===== config.mk =====
export PLATFORM = sky130hd
export DESIGN_NAME = color_key_mask_centroid
export DESIGN_NICKNAME = d
export VERILOG_FILES = /design/src/rtl/core/ckmc_pkg.sv /design/src/rtl/core/ckmc_match.sv /design/src/rtl/core/ckmc_div.sv /design/src/rtl/core/color_key_mask_centroid.sv
export SDC_FILE = /design/constraint.sdc
export NUM_CORES = 2
export LEC_CHECK = 0
export BUFFER_PORTS_ARGS = -buffer_cell sky130_fd_sc_hd__buf_2
export CORE_AREA = 2 2 402 404
export DETAILED_ROUTE_END_ITERATION = 6
export DIE_AREA = 0 0 404 406
export GPL_ROUTABILITY_DRIVEN = 0
export REMOVE_ABC_BUFFERS = 1
export SLEW_MARGIN = 20
export SYNTH_ARGS = -nofsm -noshare
export SYNTH_HDL_FRONTEND = slang
export SYNTH_SLANG_ARGS = --single-unit

===== constraint.sdc =====
create_clock -name clk -period 6.7 [get_ports clk]
set_input_delay 0 -clock clk [delete_from_list [all_inputs] [get_ports clk]]
set_output_delay 0 -clock clk [all_outputs]
set_load 0.01 [all_outputs]

===== src/rtl/core/ckmc_pkg.sv =====
// Shared types, codes and constants for the color key mask and centroid block.
// Used by ckmc_match, color_key_mask_centroid and ckmc_checker; depends on nothing else.
package ckmc_pkg;

    localparam int CHAN_W          = 8;
    localparam int IDX_PORT_W      = 6;
    localparam int COORD_W         = 10;
    localparam int COUNT_W         = 21;
    localparam int CFG_DATA_W      = 8;
    localparam int COLORS_W        = 7;
    localparam int MAX_COLORS_DEF  = 64;
    localparam int COORD_BITS_DEF  = 10;

    localparam logic [CHAN_W-1:0]   THRESHOLD_RESET = 8'd10;
    localparam logic [COLORS_W-1:0] COLORS_RESET    = 7'd0;
    localparam logic [COUNT_W-1:0]  TOTAL_MAX       = 21'h1F_FFFF;

    // request codes
    localparam logic MODE_LOAD  = 1'b0;
    localparam logic MODE_PIXEL = 1'b1;

    // configuration register indexes
    typedef enum logic {
        REG_THRESHOLD = 1'b0,
        REG_COLORS    = 1'b1
    } cfg_reg_t;

    typedef struct packed {
        logic [CHAN_W-1:0] blue;
        logic [CHAN_W-1:0] green;
        logic [CHAN_W-1:0] red;
    } color_t;

    typedef struct packed {
        logic done;
        logic hit;
    } scan_status_t;

    typedef enum logic [2:0] {
        ST_IDLE,
        ST_SCAN,
        ST_ACCUM,
        ST_DIV_ROW,
        ST_WAIT_ROW,
        ST_DIV_COL,
        ST_WAIT_COL,
        ST_FINISH
    } ckmc_state_t;

endpackage


===== src/rtl/core/ckmc_match.sv =====
// Reference color table and serial compare unit: one table entry per cycle.
// Depends on ckmc_pkg.
module ckmc_match #(
    parameter int MAX_COLORS = ckmc_pkg::MAX_COLORS_DEF,
    parameter int IDX_W      = (MAX_COLORS > 1) ? $clog2(MAX_COLORS) : 1,
    parameter int CNT_W      = $clog2(MAX_COLORS + 1)
) (
    input  logic                                clk,
    input  logic                                rst_n,
    input  logic                                wr_en,
    input  logic [IDX_W-1:0]                    wr_addr,
    input  ckmc_pkg::color_t                    wr_color,
    input  logic                                start,
    input  ckmc_pkg::color_t                    pixel,
    input  logic [ckmc_pkg::CHAN_W-1:0]         threshold,
    input  logic [ckmc_pkg::COLORS_W-1:0]       colors_in_use,
    output ckmc_pkg::scan_status_t              status
);

    ckmc_pkg::color_t mem [MAX_COLORS];
    ckmc_pkg::color_t rd_data_reg;
    ckmc_pkg::color_t pixel_reg;
    logic             active_reg;
    logic             rd_valid_reg;
    logic [CNT_W-1:0] cnt_reg;
    logic [CNT_W-1:0] n_eff;
    logic             issue;
    logic             match;

    // |px - ref| < t is the same as ref - t < px < ref + t
    function automatic logic near_channel(
        input logic [ckmc_pkg::CHAN_W-1:0] px,
        input logic [ckmc_pkg::CHAN_W-1:0] ref_val,
        input logic [ckmc_pkg::CHAN_W-1:0] t
    );
        logic [ckmc_pkg::CHAN_W:0] diff;
        logic [ckmc_pkg::CHAN_W:0] mag;
        diff = {1'b0, px} - {1'b0, ref_val};
        mag  = diff[ckmc_pkg::CHAN_W] ? (~diff + 1'b1) : diff;
        return mag < {1'b0, t};
    endfunction

    always_comb
    begin
        if (int'(colors_in_use) > MAX_COLORS)
            n_eff = CNT_W'(MAX_COLORS);
        else
            n_eff = CNT_W'(colors_in_use);
    end

    assign issue = active_reg && (cnt_reg != n_eff);
    assign match = rd_valid_reg
                   && near_channel(pixel_reg.blue,  rd_data_reg.blue,  threshold)
                   && near_channel(pixel_reg.green, rd_data_reg.green, threshold)
                   && near_channel(pixel_reg.red,   rd_data_reg.red,   threshold);

    // stop on the first hit, or once the entry last read has been compared
    assign status.done = active_reg && (match || (cnt_reg == n_eff));
    assign status.hit  = match;

    always_ff @(posedge clk)
    begin
        if (wr_en)
            mem[wr_addr] <= wr_color;
        if (issue)
            rd_data_reg <= mem[cnt_reg[IDX_W-1:0]];
        if (start)
            pixel_reg <= pixel;
    end

    always_ff @(posedge clk or negedge rst_n)
    begin
        if (!rst_n)
        begin
            active_reg   <= 1'b0;
            rd_valid_reg <= 1'b0;
            cnt_reg      <= '0;
        end
        else if (start)
        begin
            active_reg   <= 1'b1;
            rd_valid_reg <= 1'b0;
            cnt_reg      <= '0;
        end
        else if (status.done)
        begin
            active_reg   <= 1'b0;
            rd_valid_reg <= 1'b0;
        end
        else
        begin
            rd_valid_reg <= issue;
            if (issue)
                cnt_reg <= cnt_reg + 1'b1;
        end
    end

endmodule


===== src/rtl/core/ckmc_div.sv =====
// Restoring divider, one quotient bit per cycle, for the centroid mean.
// Depends on nothing beyond its parameters.
module ckmc_div #(
    parameter int QW = 10,
    parameter int DW = 21
) (
    input  logic             clk,
    input  logic             rst_n,
    input  logic             start,
    input  logic [QW+DW-1:0] dividend,
    input  logic [DW-1:0]    divisor,
    output logic             done,
    output logic [QW-1:0]    quotient
);

    localparam int STEP_W = $clog2(QW + 1);

    logic              busy_reg;
    logic              done_reg;
    logic [STEP_W-1:0] step_reg;
    logic [DW-1:0]     rem_reg;
    logic [DW-1:0]     divisor_reg;
    logic [QW-1:0]     low_reg;
    logic [DW:0]       trial;
    logic              ge;

    // quotient fits in QW bits, so the top DW bits start below the divisor
    assign trial = {rem_reg, low_reg[QW-1]} - {1'b0, divisor_reg};
    assign ge    = !trial[DW];

    assign done     = done_reg;
    assign quotient = low_reg;

    always_ff @(posedge clk)
    begin
        if (start)
        begin
            rem_reg     <= dividend[QW+DW-1:QW];
            low_reg     <= dividend[QW-1:0];
            divisor_reg <= divisor;
        end
        else if (busy_reg)
        begin
            rem_reg <= ge ? trial[DW-1:0] : {rem_reg[DW-2:0], low_reg[QW-1]};
            low_reg <= {low_reg[QW-2:0], ge};
        end
    end

    always_ff @(posedge clk or negedge rst_n)
    begin
        if (!rst_n)
        begin
            busy_reg <= 1'b0;
            done_reg <= 1'b0;
            step_reg <= '0;
        end
        else
        begin
            done_reg <= 1'b0;
            if (start)
            begin
                busy_reg <= 1'b1;
                step_reg <= '0;
            end
            else if (busy_reg)
            begin
                step_reg <= step_reg + 1'b1;
                if (step_reg == STEP_W'(QW - 1))
                begin
                    busy_reg <= 1'b0;
                    done_reg <= 1'b1;
                end
            end
        end
    end

endmodule


===== src/rtl/core/color_key_mask_centroid.sv =====
// Color key mask and centroid: a load request writes one reference color into
// the table if entry_index is below MAX_COLORS; a pixel request is compared
// against entries 0..n-1 one per cycle (n = colors_in_use, capped at
// MAX_COLORS) and stops at the first hit. The single table read port sets the
// pace of the compare, and ready returns with the result. The last pixel of a
// frame with at least one counted pixel adds two passes through the shared
// serial divider. A finished result waits in the output register while the next
// request is taken; a new result waits for it to leave.
// Depends on ckmc_pkg, ckmc_match and ckmc_div.
module color_key_mask_centroid #(
    parameter int MAX_COLORS = ckmc_pkg::MAX_COLORS_DEF,
    parameter int COORD_BITS = ckmc_pkg::COORD_BITS_DEF
) (
    input  logic                                clk,
    input  logic                                rst_n,
    input  logic                                cfg_we,
    input  logic                                cfg_index,
    input  logic [ckmc_pkg::CFG_DATA_W-1:0]     cfg_data,
    input  logic                                req_valid,
    output logic                                req_ready,
    input  logic                                mode,
    input  logic [ckmc_pkg::IDX_PORT_W-1:0]     entry_index,
    input  logic [ckmc_pkg::CHAN_W-1:0]         blue,
    input  logic [ckmc_pkg::CHAN_W-1:0]         green,
    input  logic [ckmc_pkg::CHAN_W-1:0]         red,
    input  logic [ckmc_pkg::COORD_W-1:0]        row,
    input  logic [ckmc_pkg::COORD_W-1:0]        col,
    input  logic                                last_of_frame,
    output logic                                res_valid,
    input  logic                                res_ready,
    output logic                                mask,
    output logic                                frame_done,
    output logic [ckmc_pkg::COORD_W-1:0]        centroid_row,
    output logic [ckmc_pkg::COORD_W-1:0]        centroid_col,
    output logic [ckmc_pkg::COUNT_W-1:0]        pixel_count
);

    localparam int IDX_W = (MAX_COLORS > 1) ? $clog2(MAX_COLORS) : 1;
    localparam int CW    = (COORD_BITS < ckmc_pkg::COORD_W) ? COORD_BITS
                                                              : ckmc_pkg::COORD_W;
    localparam int SUM_W = CW + ckmc_pkg::COUNT_W;

    ckmc_pkg::ckmc_state_t state_reg, state_next;

    logic [ckmc_pkg::CHAN_W-1:0]   threshold_reg;
    logic [ckmc_pkg::COLORS_W-1:0] colors_reg;

    logic [CW-1:0]                 row_reg;
    logic [CW-1:0]                 col_reg;
    logic                          last_reg;
    logic                          mask_reg;
    logic [SUM_W-1:0]              row_sum_reg;
    logic [SUM_W-1:0]              col_sum_reg;
    logic [ckmc_pkg::COUNT_W-1:0]  total_reg;
    logic [CW-1:0]                 cent_row_reg;
    logic [CW-1:0]                 cent_col_reg;

    logic                          res_valid_reg;
    logic                          res_mask_reg;
    logic                          res_done_reg;
    logic [CW-1:0]                 res_row_reg;
    logic [CW-1:0]                 res_col_reg;
    logic [ckmc_pkg::COUNT_W-1:0]  res_count_reg;

    logic                          accept;
    logic                          wr_en;
    logic                          scan_start;
    logic                          add_ok;
    logic                          div_start;
    logic [SUM_W-1:0]              div_dividend;
    logic                          div_done;
    logic [CW-1:0]                 div_quot;
    logic                          finish_fire;
    ckmc_pkg::color_t              in_color;
    ckmc_pkg::scan_status_t        scan;

    assign accept   = req_valid && req_ready;
    assign in_color = '{blue: blue, green: green, red: red};
    assign wr_en    = accept && (mode == ckmc_pkg::MODE_LOAD)
                      && (int'(entry_index) < MAX_COLORS);
    // a match counts only while the total is below saturation
    assign add_ok   = mask_reg && (total_reg != ckmc_pkg::TOTAL_MAX);

    ckmc_match #(
        .MAX_COLORS (MAX_COLORS),
        .IDX_W      (IDX_W)
    ) u_match (
        .clk           (clk),
        .rst_n         (rst_n),
        .wr_en         (wr_en),
        .wr_addr       (IDX_W'(entry_index)),
        .wr_color      (in_color),
        .start         (scan_start),
        .pixel         (in_color),
        .threshold     (threshold_reg),
        .colors_in_use (colors_reg),
        .status        (scan)
    );

    ckmc_div #(
        .QW (CW),
        .DW (ckmc_pkg::COUNT_W)
    ) u_div (
        .clk      (clk),
        .rst_n    (rst_n),
        .start    (div_start),
        .dividend (div_dividend),
        .divisor  (total_reg),
        .done     (div_done),
        .quotient (div_quot)
    );

    // next state
    always_comb
    begin
        state_next = state_reg;
        unique case (state_reg)
            ckmc_pkg::ST_IDLE:
                if (accept)
                    state_next = (mode == ckmc_pkg::MODE_PIXEL) ? ckmc_pkg::ST_SCAN
                                                                : ckmc_pkg::ST_FINISH;
            ckmc_pkg::ST_SCAN:
                if (scan.done)
                    state_next = ckmc_pkg::ST_ACCUM;
            ckmc_pkg::ST_ACCUM:
                if (last_reg && ((total_reg != '0) || add_ok))
                    state_next = ckmc_pkg::ST_DIV_ROW;
                else
                    state_next = ckmc_pkg::ST_FINISH;
            ckmc_pkg::ST_DIV_ROW:
                state_next = ckmc_pkg::ST_WAIT_ROW;
            ckmc_pkg::ST_WAIT_ROW:
                if (div_done)
                    state_next = ckmc_pkg::ST_DIV_COL;
            ckmc_pkg::ST_DIV_COL:
                state_next = ckmc_pkg::ST_WAIT_COL;
            ckmc_pkg::ST_WAIT_COL:
                if (div_done)
                    state_next = ckmc_pkg::ST_FINISH;
            ckmc_pkg::ST_FINISH:
                if (finish_fire)
                    state_next = ckmc_pkg::ST_IDLE;
            default:
                state_next = ckmc_pkg::ST_IDLE;
        endcase
    end

    // sequencer outputs
    always_comb
    begin
        req_ready    = (state_reg == ckmc_pkg::ST_IDLE);
        scan_start   = 1'b0;
        div_start    = 1'b0;
        div_dividend = row_sum_reg;
        finish_fire  = 1'b0;
        unique case (state_reg)
            ckmc_pkg::ST_IDLE:
                scan_start = req_valid && (mode == ckmc_pkg::MODE_PIXEL);
            ckmc_pkg::ST_DIV_ROW:
                div_start = 1'b1;
            ckmc_pkg::ST_DIV_COL:
            begin
                div_start    = 1'b1;
                div_dividend = col_sum_reg;
            end
            ckmc_pkg::ST_FINISH:
                finish_fire = !res_valid_reg || res_ready;
            default:
                finish_fire = 1'b0;
        endcase
    end

    always_ff @(posedge clk or negedge rst_n)
    begin
        if (!rst_n)
        begin
            state_reg     <= ckmc_pkg::ST_IDLE;
            threshold_reg <= ckmc_pkg::THRESHOLD_RESET;
            colors_reg    <= ckmc_pkg::COLORS_RESET;
            row_sum_reg   <= '0;
            col_sum_reg   <= '0;
            total_reg     <= '0;
            cent_row_reg  <= '0;
            cent_col_reg  <= '0;
            res_valid_reg <= 1'b0;
        end
        else
        begin
            state_reg <= state_next;

            if (cfg_we)
            begin
                unique case (ckmc_pkg::cfg_reg_t'(cfg_index))
                    ckmc_pkg::REG_THRESHOLD: threshold_reg <= cfg_data;
                    ckmc_pkg::REG_COLORS:    colors_reg <= cfg_data[ckmc_pkg::COLORS_W-1:0];
                endcase
            end

            if ((state_reg == ckmc_pkg::ST_ACCUM) && add_ok)
            begin
                row_sum_reg <= row_sum_reg + SUM_W'(row_reg);
                col_sum_reg <= col_sum_reg + SUM_W'(col_reg);
                total_reg   <= total_reg + 1'b1;
            end

            if ((state_reg == ckmc_pkg::ST_WAIT_ROW) && div_done)
                cent_row_reg <= div_quot;
            if ((state_reg == ckmc_pkg::ST_WAIT_COL) && div_done)
                cent_col_reg <= div_quot;

            // clear the frame sums once the frame result is out
            if (finish_fire && last_reg)
            begin
                row_sum_reg <= '0;
                col_sum_reg <= '0;
                total_reg   <= '0;
            end

            if (finish_fire)
                res_valid_reg <= 1'b1;
            else if (res_ready)
                res_valid_reg <= 1'b0;
        end
    end

    // request payload and result payload
    always_ff @(posedge clk)
    begin
        if (accept)
        begin
            row_reg  <= row[CW-1:0];
            col_reg  <= col[CW-1:0];
            last_reg <= (mode == ckmc_pkg::MODE_PIXEL) && last_of_frame;
            mask_reg <= 1'b0;
        end
        if ((state_reg == ckmc_pkg::ST_SCAN) && scan.done)
            mask_reg <= scan.hit;

        if (finish_fire)
        begin
            res_mask_reg  <= mask_reg;
            res_done_reg  <= last_reg;
            res_row_reg   <= last_reg ? cent_row_reg : '0;
            res_col_reg   <= last_reg ? cent_col_reg : '0;
            res_count_reg <= last_reg ? total_reg : '0;
        end
    end

    assign res_valid    = res_valid_reg;
    assign mask         = res_mask_reg;
    assign frame_done   = res_done_reg;
    assign centroid_row = ckmc_pkg::COORD_W'(res_row_reg);
    assign centroid_col = ckmc_pkg::COORD_W'(res_col_reg);
    assign pixel_count  = res_count_reg;

endmodule


==> impl_metrics.json <==
{
  "outcome": "finished clean",
  "core_area_sq_mm": 0.160,
  "worstHoldStart": "cfg_data[3]",
  "largest_reg_flops": 1536,
  "synth_warnings": 0,
  "crit_type": "reg -> reg",
  "nFillCells": 12400,
  "crit_fanout": 7,
  "antenna_found_initial": 10,
  "ys_types": 76,
  "die_height_um": 406,
  "setup_slack_ns": 1.59,
  "cell_internal_pwr_uw": 23900,
  "min_to": "colors_reg[3]",
  "tightestPinTransition_ns": 1.17,
  "maxSlewViolCount": 0,
  "fin_skew_ns": 0.0690,
  "final_nets": 4257,
  "die_area_sq_mm": 0.164,
  "wl_per_cell_um": 28.3,
  "drt_first_iter_violations": 3610,
  "multi_input_area_sq_mm": 0.0195,
  "ant_nets": 0,
  "place_hpwl_um": 97700,
  "finalHoldViolCount": 0,
  "grt_max_degree": 118,
  "path_clk_slew_ns": 0.06,
  "fin_tns_setup_ns": 0,
  "cts_root_buf": "clkbuf_16",
  "synth_edf_count": 1701,
  "ios": 111,
  "arrival_ns": 5.59,
  "required_ns": 7.18,
  "cts_buffers": 189,
  "crit_path_start": "u_match.pixel_reg[16]",
  "htreeDepth": 4,
  "drv_cap": 0,
  "power_per_cell_area_mw_per_mm2": 406,
  "fin_cells": 6328,
  "cts_resized": 0,
  "p_sw_uw": 10800,
  "synth_area_per_cell_sq_um": 19.8,
  "swShare": 0.312,
  "finalCriticalPeriod_ns": 5.11,
  "min_path_type": "in -> reg",
  "reg2reg_to": "mask_reg",
  "fmax_mhz": 196,
  "grtUsageTotal": 0.221,
  "final_util": 0.535,
  "grt_pass1_vias": 37600,
  "start_util": 0.467,
  "synth-seq-cells": 1838,
  "crit_chain": "inv_1, ha_1, inv_1, fa_1, a21o_1, a21oi_2, o21bai_1, a2111oi_1, nor3_1, a21oi_1, xor2_1, ha_1, nor4b_1, o21ai_0, a221oi_1, o311ai_0, a311oi_1, a31oi_2, o21ai_0",
  "synth_top_flop_cell": "edfxtp_1",
  "post-route-period-util": 0.762,
  "syn_area_sq_mm": 0.0745,
  "cp-start-kind": "flip-flop",
  "overflow": 0,
  "min_delay_path_depth": 3,
  "power.total_uw": 34700,
  "rows": 147,
  "cpPeakStageDelay_ns": 0.56,
  "power.leakage_uw": 0.0279,
  "insertion_delay_ns": 0.85,
  "synthCells": 3762,
  "cts_setup_buffers": 0,
  "die_w_um": 404,
  "routed-via-count": 36900,
  "setup_viol_count_final": 0,
  "crit_path_end_kind": "flip-flop",
  "cts_tree": "yes",
  "numPortBuffers": 110,
  "drc": 0,
  "cts_sinks": 1838,
  "yosysSeqAreaShare": 0.732,
  "cp_slowest_cell": "a311oi_1",
  "placedCellCount": 5865,
  "seqPwrFrac": 0.402,
  "r2r_start": "u_match.pixel_reg[16]",
  "drive_gt1_frac": 0.254,
  "maxSlewHeadroom": 0.213,
  "clockPowerShare": 0.286,
  "ir_drop_v": 0.000394,
  "grt_pass1_wl_um": 260000,
  "via_per_inst": 5.82,
  "place_ws_ns": 1.66,
  "rr_worst_depth": 19,
  "syn_to_final_growth_pct": 14.7,
  "pwr-share-comb": 0.312,
  "cts_max_path_buffers": 3,
  "rsz0062_at_grt": "no",
  "ff_latch_area_sq_mm": 0.0545,
  "synth-async-reset-ratio": 0.0745,
  "r2r_setup_slack_ns": 1.59,
  "dr.pass1.iters": 6,
  "routed_wl_um": 179000
}
-- worst max-delay path: cells and delay by family, from the launching register on --
kind            cells  cell delay, ns
compound gates     11            2.86
fa+ha+maj           3            0.79
simple gates        2            0.56
flops               1            0.36
buf+inv             2            0.12
xor+xnor            1            0.09
-- worst max-delay path by stage --
stage,endpoint,cells after the start
after CTS,u_match.cnt_reg[2],20
after global placement,u_match.cnt_reg[2],20
after global routing,u_match.cnt_reg[2],20
after detailed placement,u_match.cnt_reg[2],20
final,mask_reg,19
after floorplan,u_match.cnt_reg[0],8
-- logic make-up (layout without fill, tap and decap cells) --
family | after synthesis | count (layout) | share of synthesized area
AO/OA/AOI/OAI | 306 | 306 | 0.0262
XOR/XNOR | 115 | 115 | 0.0136
adder cells (fa/ha/maj) | 104 | 104 | 0.0181
buffers and inverters | 272 | 746 | 0.0140
flip-flops | 1838 | 1838 | 0.732
multiplexers | 554 | 554 | 0.160
other | 0 | 6 | 0
AND/OR/NAND/NOR | 573 | 573 | 0.0370
-- cell usage in the layout (no fill, tap or decap), drive strengths merged, types with 7 or more instances in the layout --
cell type       n
a211oi         11
a21boi          8
a21o           17
a21oi          76
a22oi          15
a31oi          15
and2           47
and3           19
buf           199
clkbuf        240
clkinv         88
dfrtp         135
dlygate4sd3   101
edfxtp       1701
ha             98
inv           109
mux2           29
mux2i          21
mux4          504
nand2         114
nand2b         14
nand3          66
nand4          18
nor2          197
nor2b          20
nor3           17
nor4           11
o211ai         14
o21a           15
o21ai          80
o21bai          8
o22ai           7
o31ai           8
or3            24
xnor2          61
xor2           54
-- power by group through the flow --
stage	registers, uW	clock network (uW)	logic, uW
final	14000	9940	10800
after global routing	14000	10600	11700
after CTS	14000	10100	11000
after detailed placement	14200	0	10900
after global placement	14200	0	10900
after floorplan	14500	0	7640
-- what timing repair did --
action,in CTS,in global routing
endpoints found under the hold margin,1659,0
hold buffers,102,0
setup endpoints to repair,0,0
-- cell type report --
type	instances	area share
Timing Repair Buffer	300	0.0305
Inverter	106	0.00474
Sequential cell	1838	0.638
Clock inverter	100	0.00993
Multi-Input combinational cell	1652	0.228
Antenna cell	6	0.000176
Tap cell	2086	0.0305
Clock buffer	240	0.0582
-- Yosys cell counts (29+ instances only) --
master / count / area, sq um
a21oi_1: 74 / 370
nand3_1: 66 / 330
and2_1: 47 / 294
buf_1: 55 / 206
mux4_2: 504 / 11400
mux2_2: 29 / 327
nor2_1: 197 / 739
dfrtp_1: 135 / 3380
xnor2_1: 60 / 526
ha_1: 98 / 1230
nand2_1: 114 / 428
clkbuf_1: 106 / 398
xor2_1: 54 / 473
edfxtp_1: 1701 / 51100
inv_1: 105 / 394
o21ai_0: 79 / 395
-- per-layer routing --
metal,share of wire,GRT usage,vias up
met5,0.00039,0,-
met4,0.016,0.0469,12
met3,0.057,0.0350,229
met2,0.50,0.373,1058
met1,0.43,0.307,19600
li1,-,-,16000
-- per-stage QoR --
stage / hold WS (ns) / area [sq um]
floorplan: -0.296 / 73900
global placement: 0.169 / 78200
detailed placement: 0.164 / 78200
CTS: 0.00578 / 85100
global route: 0.0531 / 85400
finish: 0.0871 / 85400
(Power assumes the default switching activity.)
